--- src/via_pkg.sv ---
`timescale 1ns / 1ps

package via_pkg;

   // request kinds carried in tuser
   typedef enum logic [1:0] {
      OP_READ  = 2'd0,
      OP_WRITE = 2'd1,
      OP_TICK  = 2'd2,
      OP_NONE  = 2'd3
   } via_op_type;

   // register map
   typedef enum logic [3:0] {
      REG_ORB    = 4'h0,
      REG_ORA    = 4'h1,
      REG_DDRB   = 4'h2,
      REG_DDRA   = 4'h3,
      REG_T1CL   = 4'h4,
      REG_T1CH   = 4'h5,
      REG_T1LL   = 4'h6,
      REG_T1LH   = 4'h7,
      REG_T2CL   = 4'h8,
      REG_T2CH   = 4'h9,
      REG_SR     = 4'hA,
      REG_ACR    = 4'hB,
      REG_PCR    = 4'hC,
      REG_IFR    = 4'hD,
      REG_IER    = 4'hE,
      REG_ORA_NH = 4'hF
   } via_reg_type;

   // interrupt flag bit positions
   localparam int FLAG_T1 = 6;
   localparam int FLAG_T2 = 5;
   localparam int FLAG_SR = 2;

   // shift register modes, acr[4:2]
   localparam logic [2:0] SR_IN_DIV   = 3'b001;
   localparam logic [2:0] SR_IN_SYS   = 3'b010;
   localparam logic [2:0] SR_FREE_DIV = 3'b100;
   localparam logic [2:0] SR_OUT_DIV  = 3'b101;
   localparam logic [2:0] SR_OUT_SYS  = 3'b110;
   localparam logic [3:0] SR_BITS     = 4'd8;

   // ca2 control, pcr[3:1], and cb2 control, pcr[7:5]
   localparam logic [2:0] CTL_HANDSHAKE = 3'b100;
   localparam logic [2:0] CTL_PULSE     = 3'b101;
   localparam logic [2:0] CTL_LOW       = 3'b110;

   // one request
   typedef struct packed {
      via_op_type  op;
      logic [3:0]  reg_addr;
      logic [7:0]  write_data;
      logic        comparator_in;
      logic [7:0]  alt_port_a;
   } via_req_type;

   // one response
   typedef struct packed {
      logic [7:0] read_data;
      logic       irq;
      logic [7:0] port_a_out;
      logic [7:0] port_b_out;
      logic       ca2_level;
      logic       cb2_handshake;
      logic       cb2_shift;
      logic       pb7_timer;
   } via_rsp_type;

   // architectural state of the adapter
   typedef struct packed {
      logic [7:0]  pa;
      logic [7:0]  pb;
      logic [7:0]  ddra;
      logic [7:0]  ddrb;
      logic [15:0] t1_cnt;
      logic [7:0]  t1_lo;
      logic [7:0]  t1_hi;
      logic        t1_run;
      logic        t1_arm;
      logic        t1_pb7;
      logic [15:0] t2_cnt;
      logic [7:0]  t2_lo;
      logic        t2_run;
      logic        t2_arm;
      logic [7:0]  sr;
      logic [3:0]  sr_cnt;
      logic [7:0]  sr_div;
      logic        sr_phase;
      logic [7:0]  acr;
      logic [7:0]  pcr;
      logic [6:0]  ifr;
      logic [6:0]  ier;
      logic        ca2;
      logic        cb2_hs;
      logic        cb2_sh;
   } via_state_type;

   localparam via_state_type VIA_STATE_RESET = '{
      pa: 8'h00, pb: 8'h00, ddra: 8'h00, ddrb: 8'h00,
      t1_cnt: 16'h0000, t1_lo: 8'h00, t1_hi: 8'h00,
      t1_run: 1'b0, t1_arm: 1'b0, t1_pb7: 1'b1,
      t2_cnt: 16'h0000, t2_lo: 8'h00, t2_run: 1'b0, t2_arm: 1'b0,
      sr: 8'h00, sr_cnt: SR_BITS, sr_div: 8'h00, sr_phase: 1'b0,
      acr: 8'h00, pcr: 8'h00, ifr: 7'h00, ier: 7'h00,
      ca2: 1'b1, cb2_hs: 1'b1, cb2_sh: 1'b0
   };

endpackage

--- src/versatile_interface_adapter_top.sv ---
`timescale 1ns / 1ps

// 6522-style interface adapter on a request/response stream. Each request
// is a register read, a register write, one clock tick or a no-op (kind in
// req_tuser); each request yields exactly one response carrying the read
// byte and the port, handshake, timer and interrupt lines after that
// request. One request is taken every cycle while no response is held off; a
// response passes from the input register, where its request waits, through
// the state update into the response register. The rate is set by the
// update of the adapter state registers, which every request reads and
// writes. While a response is held off, the input register fills and
// req_tready drops until the response is taken.
module versatile_interface_adapter_top import via_pkg::*; (
   input  logic        clock,
   input  logic        reset,
   input  logic        req_tvalid,
   output logic        req_tready,
   // [3:0] reg_addr, [11:4] write_data, [12] comparator_in, [20:13] alt_port_a,
   // [23:21] zero
   input  logic [23:0] req_tdata,
   // [1:0] op
   input  logic [1:0]  req_tuser,
   output logic        rsp_tvalid,
   input  logic        rsp_tready,
   // [7:0] read_data, [8] irq, [16:9] port_a_out, [24:17] port_b_out,
   // [25] ca2_level, [26] cb2_handshake, [27] cb2_shift, [28] pb7_timer, [31:29] zero
   output logic [31:0] rsp_tdata
);

   via_req_type   req_item;
   via_req_type   stage_item;
   logic          stage_valid;
   logic          take;
   via_state_type state_ff, state_in;
   via_rsp_type   rsp_in, rsp_ff;
   logic          rsp_valid_ff, rsp_valid_in;

   // unpack the request
   assign req_item.op            = via_op_type'(req_tuser);
   assign req_item.reg_addr      = req_tdata[3:0];
   assign req_item.write_data    = req_tdata[11:4];
   assign req_item.comparator_in = req_tdata[12];
   assign req_item.alt_port_a    = req_tdata[20:13];

   via_in_stage u_in_stage (
      .clock     (clock),
      .reset     (reset),
      .in_valid  (req_tvalid),
      .in_ready  (req_tready),
      .in_item   (req_item),
      .out_valid (stage_valid),
      .out_take  (take),
      .out_item  (stage_item)
   );

   via_core u_core (
      .state_cur  (state_ff),
      .req_item   (stage_item),
      .state_next (state_in),
      .rsp_item   (rsp_in)
   );

   // process the staged request when the response register can take it
   assign take         = stage_valid && (!rsp_valid_ff || rsp_tready);
   assign rsp_valid_in = take || (rsp_valid_ff && !rsp_tready);

   // adapter state
   always_ff @(posedge clock) begin
      if (reset) begin
         state_ff <= VIA_STATE_RESET;
      end else if (take) begin
         state_ff <= state_in;
      end
   end

   // response register
   always_ff @(posedge clock) begin
      if (reset) begin
         rsp_valid_ff <= 1'b0;
      end else begin
         rsp_valid_ff <= rsp_valid_in;
      end
   end

   always_ff @(posedge clock) begin
      if (take) begin
         rsp_ff <= rsp_in;
      end
   end

   // pack the response, read_data in the lowest bits
   assign rsp_tvalid = rsp_valid_ff;
   assign rsp_tdata  = {3'b000, rsp_ff.pb7_timer, rsp_ff.cb2_shift, rsp_ff.cb2_handshake,
                        rsp_ff.ca2_level, rsp_ff.port_b_out, rsp_ff.port_a_out,
                        rsp_ff.irq, rsp_ff.read_data};

endmodule

--- src/via_in_stage.sv ---
`timescale 1ns / 1ps

module via_in_stage import via_pkg::*; (
   input  logic        clock,
   input  logic        reset,
   input  logic        in_valid,
   output logic        in_ready,
   input  via_req_type in_item,
   output logic        out_valid,
   input  logic        out_take,
   output via_req_type out_item
);

   logic        valid_ff, valid_in;
   via_req_type item_ff;

   // stage frees up in the same cycle its request is consumed
   assign in_ready = !valid_ff || out_take;
   assign valid_in = in_ready ? in_valid : valid_ff;

   always_ff @(posedge clock) begin
      if (reset) begin
         valid_ff <= 1'b0;
      end else begin
         valid_ff <= valid_in;
      end
   end

   // request payload
   always_ff @(posedge clock) begin
      if (in_ready && in_valid) begin
         item_ff <= in_item;
      end
   end

   assign out_valid = valid_ff;
   assign out_item  = item_ff;

endmodule

--- src/via_core.sv ---
`timescale 1ns / 1ps

module via_core import via_pkg::*; (
   input  via_state_type state_cur,
   input  via_req_type   req_item,
   output via_state_type state_next,
   output via_rsp_type   rsp_item
);

   logic [7:0]  read_val;
   logic        div_tick;
   logic [7:0]  port_a_view;
   logic        irq_cur;
   logic [15:0] t1_dec;
   logic [15:0] t2_dec;
   logic [7:0]  div_dec;

   assign port_a_view = (state_cur.pb[4:3] == 2'b01) ? req_item.alt_port_a : state_cur.pa;
   assign irq_cur     = |(state_cur.ifr & state_cur.ier);
   assign t1_dec      = state_cur.t1_cnt - 16'd1;
   assign t2_dec      = state_cur.t2_cnt - 16'd1;
   assign div_dec     = state_cur.sr_div - 8'd1;

   // next state and read data for one request
   always_comb begin
      state_next = state_cur;
      read_val   = 8'h00;
      div_tick   = 1'b0;
      case (req_item.op)
         OP_READ: begin
            case (req_item.reg_addr)
               REG_ORB: begin
                  if (state_cur.acr[7]) begin
                     read_val = {state_cur.t1_pb7, state_cur.pb[6], req_item.comparator_in,
                                 state_cur.pb[4:0]};
                  end else begin
                     read_val = {state_cur.pb[7:6], req_item.comparator_in, state_cur.pb[4:0]};
                  end
               end
               REG_ORA: begin
                  if (state_cur.pcr[3:1] == CTL_HANDSHAKE) begin
                     state_next.ca2 = 1'b0;
                  end
                  read_val = port_a_view;
               end
               REG_ORA_NH: read_val = port_a_view;
               REG_DDRB:   read_val = state_cur.ddrb;
               REG_DDRA:   read_val = state_cur.ddra;
               REG_T1CL: begin
                  read_val                  = state_cur.t1_cnt[7:0];
                  state_next.t1_run         = 1'b0;
                  state_next.t1_arm         = 1'b0;
                  state_next.t1_pb7         = 1'b1;
                  state_next.ifr[FLAG_T1]   = 1'b0;
               end
               REG_T1CH: read_val = state_cur.t1_cnt[15:8];
               REG_T1LL: read_val = state_cur.t1_lo;
               REG_T1LH: read_val = state_cur.t1_hi;
               REG_T2CL: begin
                  read_val                  = state_cur.t2_cnt[7:0];
                  state_next.t2_run         = 1'b0;
                  state_next.t2_arm         = 1'b0;
                  state_next.ifr[FLAG_T2]   = 1'b0;
               end
               REG_T2CH: read_val = state_cur.t2_cnt[15:8];
               REG_SR: begin
                  read_val                  = state_cur.sr;
                  state_next.sr_cnt         = 4'd0;
                  state_next.sr_phase       = 1'b1;
                  state_next.ifr[FLAG_SR]   = 1'b0;
               end
               REG_ACR: read_val = state_cur.acr;
               REG_PCR: read_val = state_cur.pcr;
               REG_IFR: read_val = {irq_cur, state_cur.ifr};
               default: read_val = {1'b1, state_cur.ier};
            endcase
         end
         OP_WRITE: begin
            case (req_item.reg_addr)
               REG_ORB: begin
                  state_next.pb = req_item.write_data;
                  if (state_cur.pcr[7:5] == CTL_HANDSHAKE) begin
                     state_next.cb2_hs = 1'b0;
                  end
               end
               REG_ORA: begin
                  if (state_cur.pcr[3:1] == CTL_HANDSHAKE) begin
                     state_next.ca2 = 1'b0;
                  end
                  state_next.pa = req_item.write_data;
               end
               REG_ORA_NH: state_next.pa   = req_item.write_data;
               REG_DDRB:   state_next.ddrb = req_item.write_data;
               REG_DDRA:   state_next.ddra = req_item.write_data;
               REG_T1CL:   state_next.t1_lo = req_item.write_data;
               REG_T1CH: begin
                  state_next.t1_hi          = req_item.write_data;
                  state_next.t1_cnt         = {req_item.write_data, state_cur.t1_lo};
                  state_next.t1_run         = 1'b1;
                  state_next.t1_arm         = 1'b1;
                  state_next.t1_pb7         = 1'b0;
                  state_next.ifr[FLAG_T1]   = 1'b0;
               end
               REG_T1LL: state_next.t1_lo = req_item.write_data;
               REG_T1LH: state_next.t1_hi = req_item.write_data;
               REG_T2CL: state_next.t2_lo = req_item.write_data;
               REG_T2CH: begin
                  state_next.t2_cnt         = {req_item.write_data, state_cur.t2_lo};
                  state_next.t2_run         = 1'b1;
                  state_next.t2_arm         = 1'b1;
                  state_next.ifr[FLAG_T2]   = 1'b0;
               end
               REG_SR: begin
                  state_next.sr             = req_item.write_data;
                  state_next.sr_cnt         = 4'd0;
                  state_next.sr_phase       = 1'b1;
                  state_next.ifr[FLAG_SR]   = 1'b0;
               end
               REG_ACR: state_next.acr = req_item.write_data;
               REG_PCR: begin
                  state_next.pcr    = req_item.write_data;
                  state_next.ca2    = (req_item.write_data[3:1] != CTL_LOW);
                  state_next.cb2_hs = (req_item.write_data[7:5] != CTL_LOW);
               end
               REG_IFR: state_next.ifr = state_cur.ifr & ~req_item.write_data[6:0];
               default: begin
                  if (req_item.write_data[7]) begin
                     state_next.ier = state_cur.ier | req_item.write_data[6:0];
                  end else begin
                     state_next.ier = state_cur.ier & ~req_item.write_data[6:0];
                  end
               end
            endcase
         end
         OP_TICK: begin
            // timer 1, one-shot or free-run with pb7 toggle
            if (state_cur.t1_run) begin
               state_next.t1_cnt = t1_dec;
               if (state_cur.t1_cnt == 16'h0000) begin
                  if (state_cur.acr[6]) begin
                     state_next.ifr[FLAG_T1] = 1'b1;
                     state_next.t1_pb7       = ~state_cur.t1_pb7;
                     state_next.t1_cnt       = {state_cur.t1_hi, state_cur.t1_lo};
                  end else if (state_cur.t1_arm) begin
                     state_next.ifr[FLAG_T1] = 1'b1;
                     state_next.t1_pb7       = 1'b1;
                     state_next.t1_arm       = 1'b0;
                  end
               end
            end
            // timer 2, held while pulse counting is selected
            if (state_cur.t2_run && !state_cur.acr[5]) begin
               state_next.t2_cnt = t2_dec;
               if (state_cur.t2_cnt == 16'h0000 && state_cur.t2_arm) begin
                  state_next.ifr[FLAG_T2] = 1'b1;
                  state_next.t2_arm       = 1'b0;
               end
            end
            // shift clock divider, shifts on every other underflow
            state_next.sr_div = div_dec;
            if (state_cur.sr_div == 8'h00) begin
               state_next.sr_div   = state_cur.t2_lo;
               div_tick            = state_cur.sr_phase;
               state_next.sr_phase = ~state_cur.sr_phase;
            end
            // shift register
            if (state_cur.sr_cnt < SR_BITS) begin
               case (state_cur.acr[4:2])
                  SR_IN_DIV: begin
                     if (div_tick) begin
                        state_next.sr     = {state_cur.sr[6:0], 1'b0};
                        state_next.sr_cnt = state_cur.sr_cnt + 4'd1;
                     end
                  end
                  SR_IN_SYS: begin
                     state_next.sr     = {state_cur.sr[6:0], 1'b0};
                     state_next.sr_cnt = state_cur.sr_cnt + 4'd1;
                  end
                  SR_FREE_DIV: begin
                     if (div_tick) begin
                        state_next.cb2_sh = state_cur.sr[7];
                        state_next.sr     = {state_cur.sr[6:0], state_cur.sr[7]};
                     end
                  end
                  SR_OUT_DIV: begin
                     if (div_tick) begin
                        state_next.cb2_sh = state_cur.sr[7];
                        state_next.sr     = {state_cur.sr[6:0], state_cur.sr[7]};
                        state_next.sr_cnt = state_cur.sr_cnt + 4'd1;
                     end
                  end
                  SR_OUT_SYS: begin
                     state_next.cb2_sh = state_cur.sr[7];
                     state_next.sr     = {state_cur.sr[6:0], state_cur.sr[7]};
                     state_next.sr_cnt = state_cur.sr_cnt + 4'd1;
                  end
                  default: ;
               endcase
               if (state_next.sr_cnt == SR_BITS) begin
                  state_next.ifr[FLAG_SR] = 1'b1;
               end
            end
            // pulse modes drive the line high on every tick
            if (state_cur.pcr[3:1] == CTL_PULSE) begin
               state_next.ca2 = 1'b1;
            end
            if (state_cur.pcr[7:5] == CTL_PULSE) begin
               state_next.cb2_hs = 1'b1;
            end
         end
         default: ;
      endcase
   end

   // response fields from the updated state
   assign rsp_item.read_data     = read_val;
   assign rsp_item.irq           = |(state_next.ifr & state_next.ier);
   assign rsp_item.port_a_out    = state_next.pa;
   assign rsp_item.port_b_out    = state_next.pb;
   assign rsp_item.ca2_level     = state_next.ca2;
   assign rsp_item.cb2_handshake = state_next.cb2_hs;
   assign rsp_item.cb2_shift     = state_next.cb2_sh;
   assign rsp_item.pb7_timer     = state_next.t1_pb7;

endmodule

--- config.mk ---
export PLATFORM = sky130hd
export DESIGN_NAME = versatile_interface_adapter_top
export DESIGN_NICKNAME = d
export VERILOG_FILES = /design/src/via_pkg.sv /design/src/versatile_interface_adapter_top.sv /design/src/via_in_stage.sv /design/src/via_core.sv
export SDC_FILE = /design/constraint.sdc
export NUM_CORES = 1
export LEC_CHECK = 0
export ABC_AREA = 1
export ABC_CLOCK_PERIOD_IN_PS = 6700
export BUFFER_PORTS_ARGS = -buffer_cell sky130_fd_sc_hd__buf_2
export CAP_MARGIN = 20
export CORE_MARGIN = 5
export CORE_UTILIZATION = 35
export DETAILED_ROUTE_END_ITERATION = 10
export GPL_TIMING_DRIVEN = 0
export MAX_ROUTING_LAYER = met4
export SLEW_MARGIN = 15
export SYNTH_ARGS = -nofsm -noshare
export SYNTH_HDL_FRONTEND = slang
export SYNTH_SLANG_ARGS = --single-unit
--- constraint.sdc ---
create_clock -name clock -period 6.7 [get_ports clock]
set_input_delay 1.34 -clock clock [delete_from_list [all_inputs] [get_ports clock]]
set_output_delay 1.34 -clock clock [all_outputs]
set_load 0.02 [all_outputs]
==> flow_metrics.py <==
metrics = {
    "timing": {
        "max_freq_mhz": 313,
        "fin_crit_ns": 3.20,
        "slew_headroom_pct": 34.9,
        "finalSetupViolations": 0,
        "rsz0062_at_grt": "no",
        "setup_tns_ns": 0,
        "tightest_slew_ns": 0.976,
        "finalWorstSetupSlack_ns": 3.50,
        "finalClockSkew_ns": 0.0183,
        "min_period_over_period_pct": 47.7,
        "hold_violations": 0,
        "drv_slew": 0,
    },
    "worst_hold_path": {
        "hold_start": "state_ff[11]",
        "min_to": "state_ff[11]",
        "hp-class": "reg -> reg",
        "hold_depth": 2,
    },
    "clock_tree": {
        "hold_buffers": 0,
        "cts_resized": 0,
        "numCtsBuffers": 25,
        "htreeDepth": 1,
        "clockRootBuffer": "clkbuf_16",
        "cts_tree": "yes",
        "clk_pin_slew_ns": 0.05,
        "clk_path_buf_depth": 3,
        "clock-sinks": 201,
        "post-cts-setup-buffers": 0,
        "clkLatencyLatePin_ns": 0.54,
    },
    "setup_path": {
        "cp-start-kind": "input port",
        "cp_data_required_time_ns": 6.93,
        "critPathMaxStageDelay_ns": 0.55,
        "r2r_end": "state_ff[89]",
        "crit_type": "in -> reg",
        "end_kind": "flop",
        "r2r_slack_ns": 3.98,
        "worstReg2RegStart": "u_in_stage.out_item[22]",
        "r2r_cells": 11,
        "crit_chain": "buf_2 -> inv_1 -> nand2_1 -> nand2_1 -> inv_1 -> clkbuf_1 -> buf_2 -> buf_16",
        "cp_max_fo": 22,
        "arrival_ns": 3.42,
        "slowest_stage": "buf_2",
    },
    "detailed_routing": {
        "drt-total-wl_um": 38600,
        "post_drt_wl_per_cell_um": 20.2,
        "firstDrtPassIters": 5,
        "ant_nets": 0,
        "vias": 10333,
        "drt-initial-drc-count": 1266,
        "drc": 0,
        "vias_per_cell": 5.40,
    },
    "grt": {
        "antenna_found_initial": 0,
        "grt_use_total_pct": 23.5,
        "grt_pass1_wl_um": 59100,
        "grt_pass1_vias": 9705,
        "grt_max_degree": 24,
        "grt_overflow": 0,
    },
    "yosys": {
        "synth_cells": 1424,
        "yosys_warnings": 0,
        "ys_types": 41,
        "synth_top_area_cell": "dfxtp_1",
        "yosys-top-cells-area": "dfxtp_1 (29%), edfxtp_1 (15%), nand2_1 (10%), o21ai_0 (8.7%), a21oi_1 (6.4%)",
        "synth_area_um2": 10200,
        "synth.avg_cell_area_um2": 7.18,
        "synth_seq_cells": 201,
        "seq_area_frac_synth_pct": 44.4,
        "yosysTopAreaCellShare_pct": 29.2,
    },
    "placement": {
        "pre_cts_slack_ns": 3.06,
        "portBuffers": 56,
        "gp_congestion": 1.00,
        "hpwl_um": 29100,
    },
    "power_and_ir_drop": {
        "max-vdd-ir-drop_mv": 0.188,
        "clockPowerShare_pct": 46.4,
        "combPwrFrac_pct": 12.1,
        "intPower_mw": 2.34,
        "p_leak_nw": 4.95,
        "seq_power_share_pct": 41.5,
        "powerDensity_nw_per_um2": 270,
        "power_mw": 3.22,
        "switching_share_pct": 27.2,
        "power.switching_mw": 0.876,
    },
    "die": {
        "ios": 64,
        "die_w_um": 181,
        "start_util_pct": 35.5,
        "die_area_um2": 32700,
        "core_um2": 28800,
        "fp.dieH_um": 181,
        "fp-row-count": 62,
    },
    "layout": {
        "layout.nets": 1550,
        "area_delta_synth_final_pct": 16.7,
        "antennaDiodeCount": 0,
        "drive_gt1_share_pct": 8.89,
        "multi_input_area_um2": 4760,
        "seq_area_um2": 4540,
        "n_fill_cell": 3027,
    },
    "run": {
        "maxCapViolCount": 0,
    },
    "status": {
        "status": "complete, no violations",
    },
}
[power groups by stage]
stage	clock network [mW]	registers [mW]	logic, mW
CTS	1.51	1.33	0.385
floorplan	0	1.36	0.244
global route	1.57	1.34	0.432
finish	1.49	1.33	0.391
detailed placement	0	1.36	0.382
global placement	0	1.36	0.380
[cells in the final DEF (no fill, tap or decap), types with 8 or more instances in the layout]
cell type	instances
clkinv_1	9
o22ai_1	23
clkbuf_1	47
ha_1	10
o21ai_0	177
o211ai_1	23
nor3_1	34
nand4_1	11
a21oi_1	131
buf_2	66
edfxtp_1	52
dfxtp_1	149
xor2_1	12
nor2_1	156
nand3_1	64
inv_1	165
clkbuf_16	25
a211oi_1	9
inv_2	8
nand2_1	283
[synthesized netlist by cell type (all sizes together)]
cell	instances
nand2	285
o21ai	182
inv	173
nor2	163
dfxtp	149
a21oi	131
nand3	64
edfxtp	52
clkbuf	42
nor3	34
o211ai	23
o22ai	23
buf	17
xor2	12
nand4	11
ha	10
a211oi	9
clkinv	8
a31oi	7
a221oi	6
o2111ai	4
nor4	3
o221ai	3
a22o	2
mux2	2
a21boi	1
a311oi	1
conb	1
nand3b	1
nor3b	1
o21a	1
o221a	1
o31ai	1
xnor2	1
[worst max-delay path, delay by kind of cell]
family / cells / cell delay, ns
and+or+nand+nor: 2 / 0.39
buffers and inverters: 6 / 1.67
[through the flow]
step / util (%) / cell area [um^2] / hold slack, ns / instances
finish: 41.4 / 11900 / 0.475 / 1913
global route: 41.4 / 11900 / 0.493 / 1913
detailed placement: 38.3 / 11000 / 0.463 / 1867
floorplan: - / 10200 / 0.439 / 1426
CTS: 41.4 / 11900 / 0.472 / 1913
global placement: 38.2 / 11000 / 0.454 / 1866
[worst max path at each step]
stage               startpoint           end  cells past startpoint
finish              rsp_tready  rsp_tdata[6]                      8
global route        rsp_tready  rsp_tdata[1]                      8
CTS                 rsp_tready    req_tready                      4
detailed placement  rsp_tready  rsp_tdata[6]                      8
global placement    rsp_tready  rsp_tdata[6]                      7
floorplan           rsp_tready  rsp_tdata[0]                      6
[sequential cells by signal, summed over array words and instances (netlist names)]
register	cells
rsp_tdata	29
u_in_stage.out_valid	1
rsp_tvalid	1
u_in_stage.out_item	23
state_ff	147
[cells by family after synthesis]
| group | count (synthesis) | synth area share, % |
|---|---|---|
| DFF | 201 | 44.4 |
| xor gates and xnor gates | 13 | 1.11 |
| buffers and inverters | 240 | 9.11 |
| adders and majority gates | 10 | 1.22 |
| other | 1 | 0.0367 |
| and+or+nand+nor | 562 | 22.5 |
| muxes | 2 | 0.220 |
| AOI/OAI and AO/OA | 395 | 21.3 |
[metal layers]
metal  up-vias  GRT usage (%)  wire [um]
met5         -              -          0
met2       428           35.3      16900
li1       4938              -          -
met1      4888           33.2      17300
met4         0           6.72       1210
met3        79           3.34       3190
[area by class of cell]
type / instances / share of cell area (%)
Timing Repair Buffer: 57 / 2.58
Clock buffer: 31 / 5.52
Buffer: 59 / 2.12
Sequential cell: 201 / 38.1
Multi-Input combinational cell: 985 / 39.9
Inverter: 181 / 5.70
Tap cell: 384 / 4.03
Clock inverter: 15 / 2.09
Power figures use the tool's default switching activity.
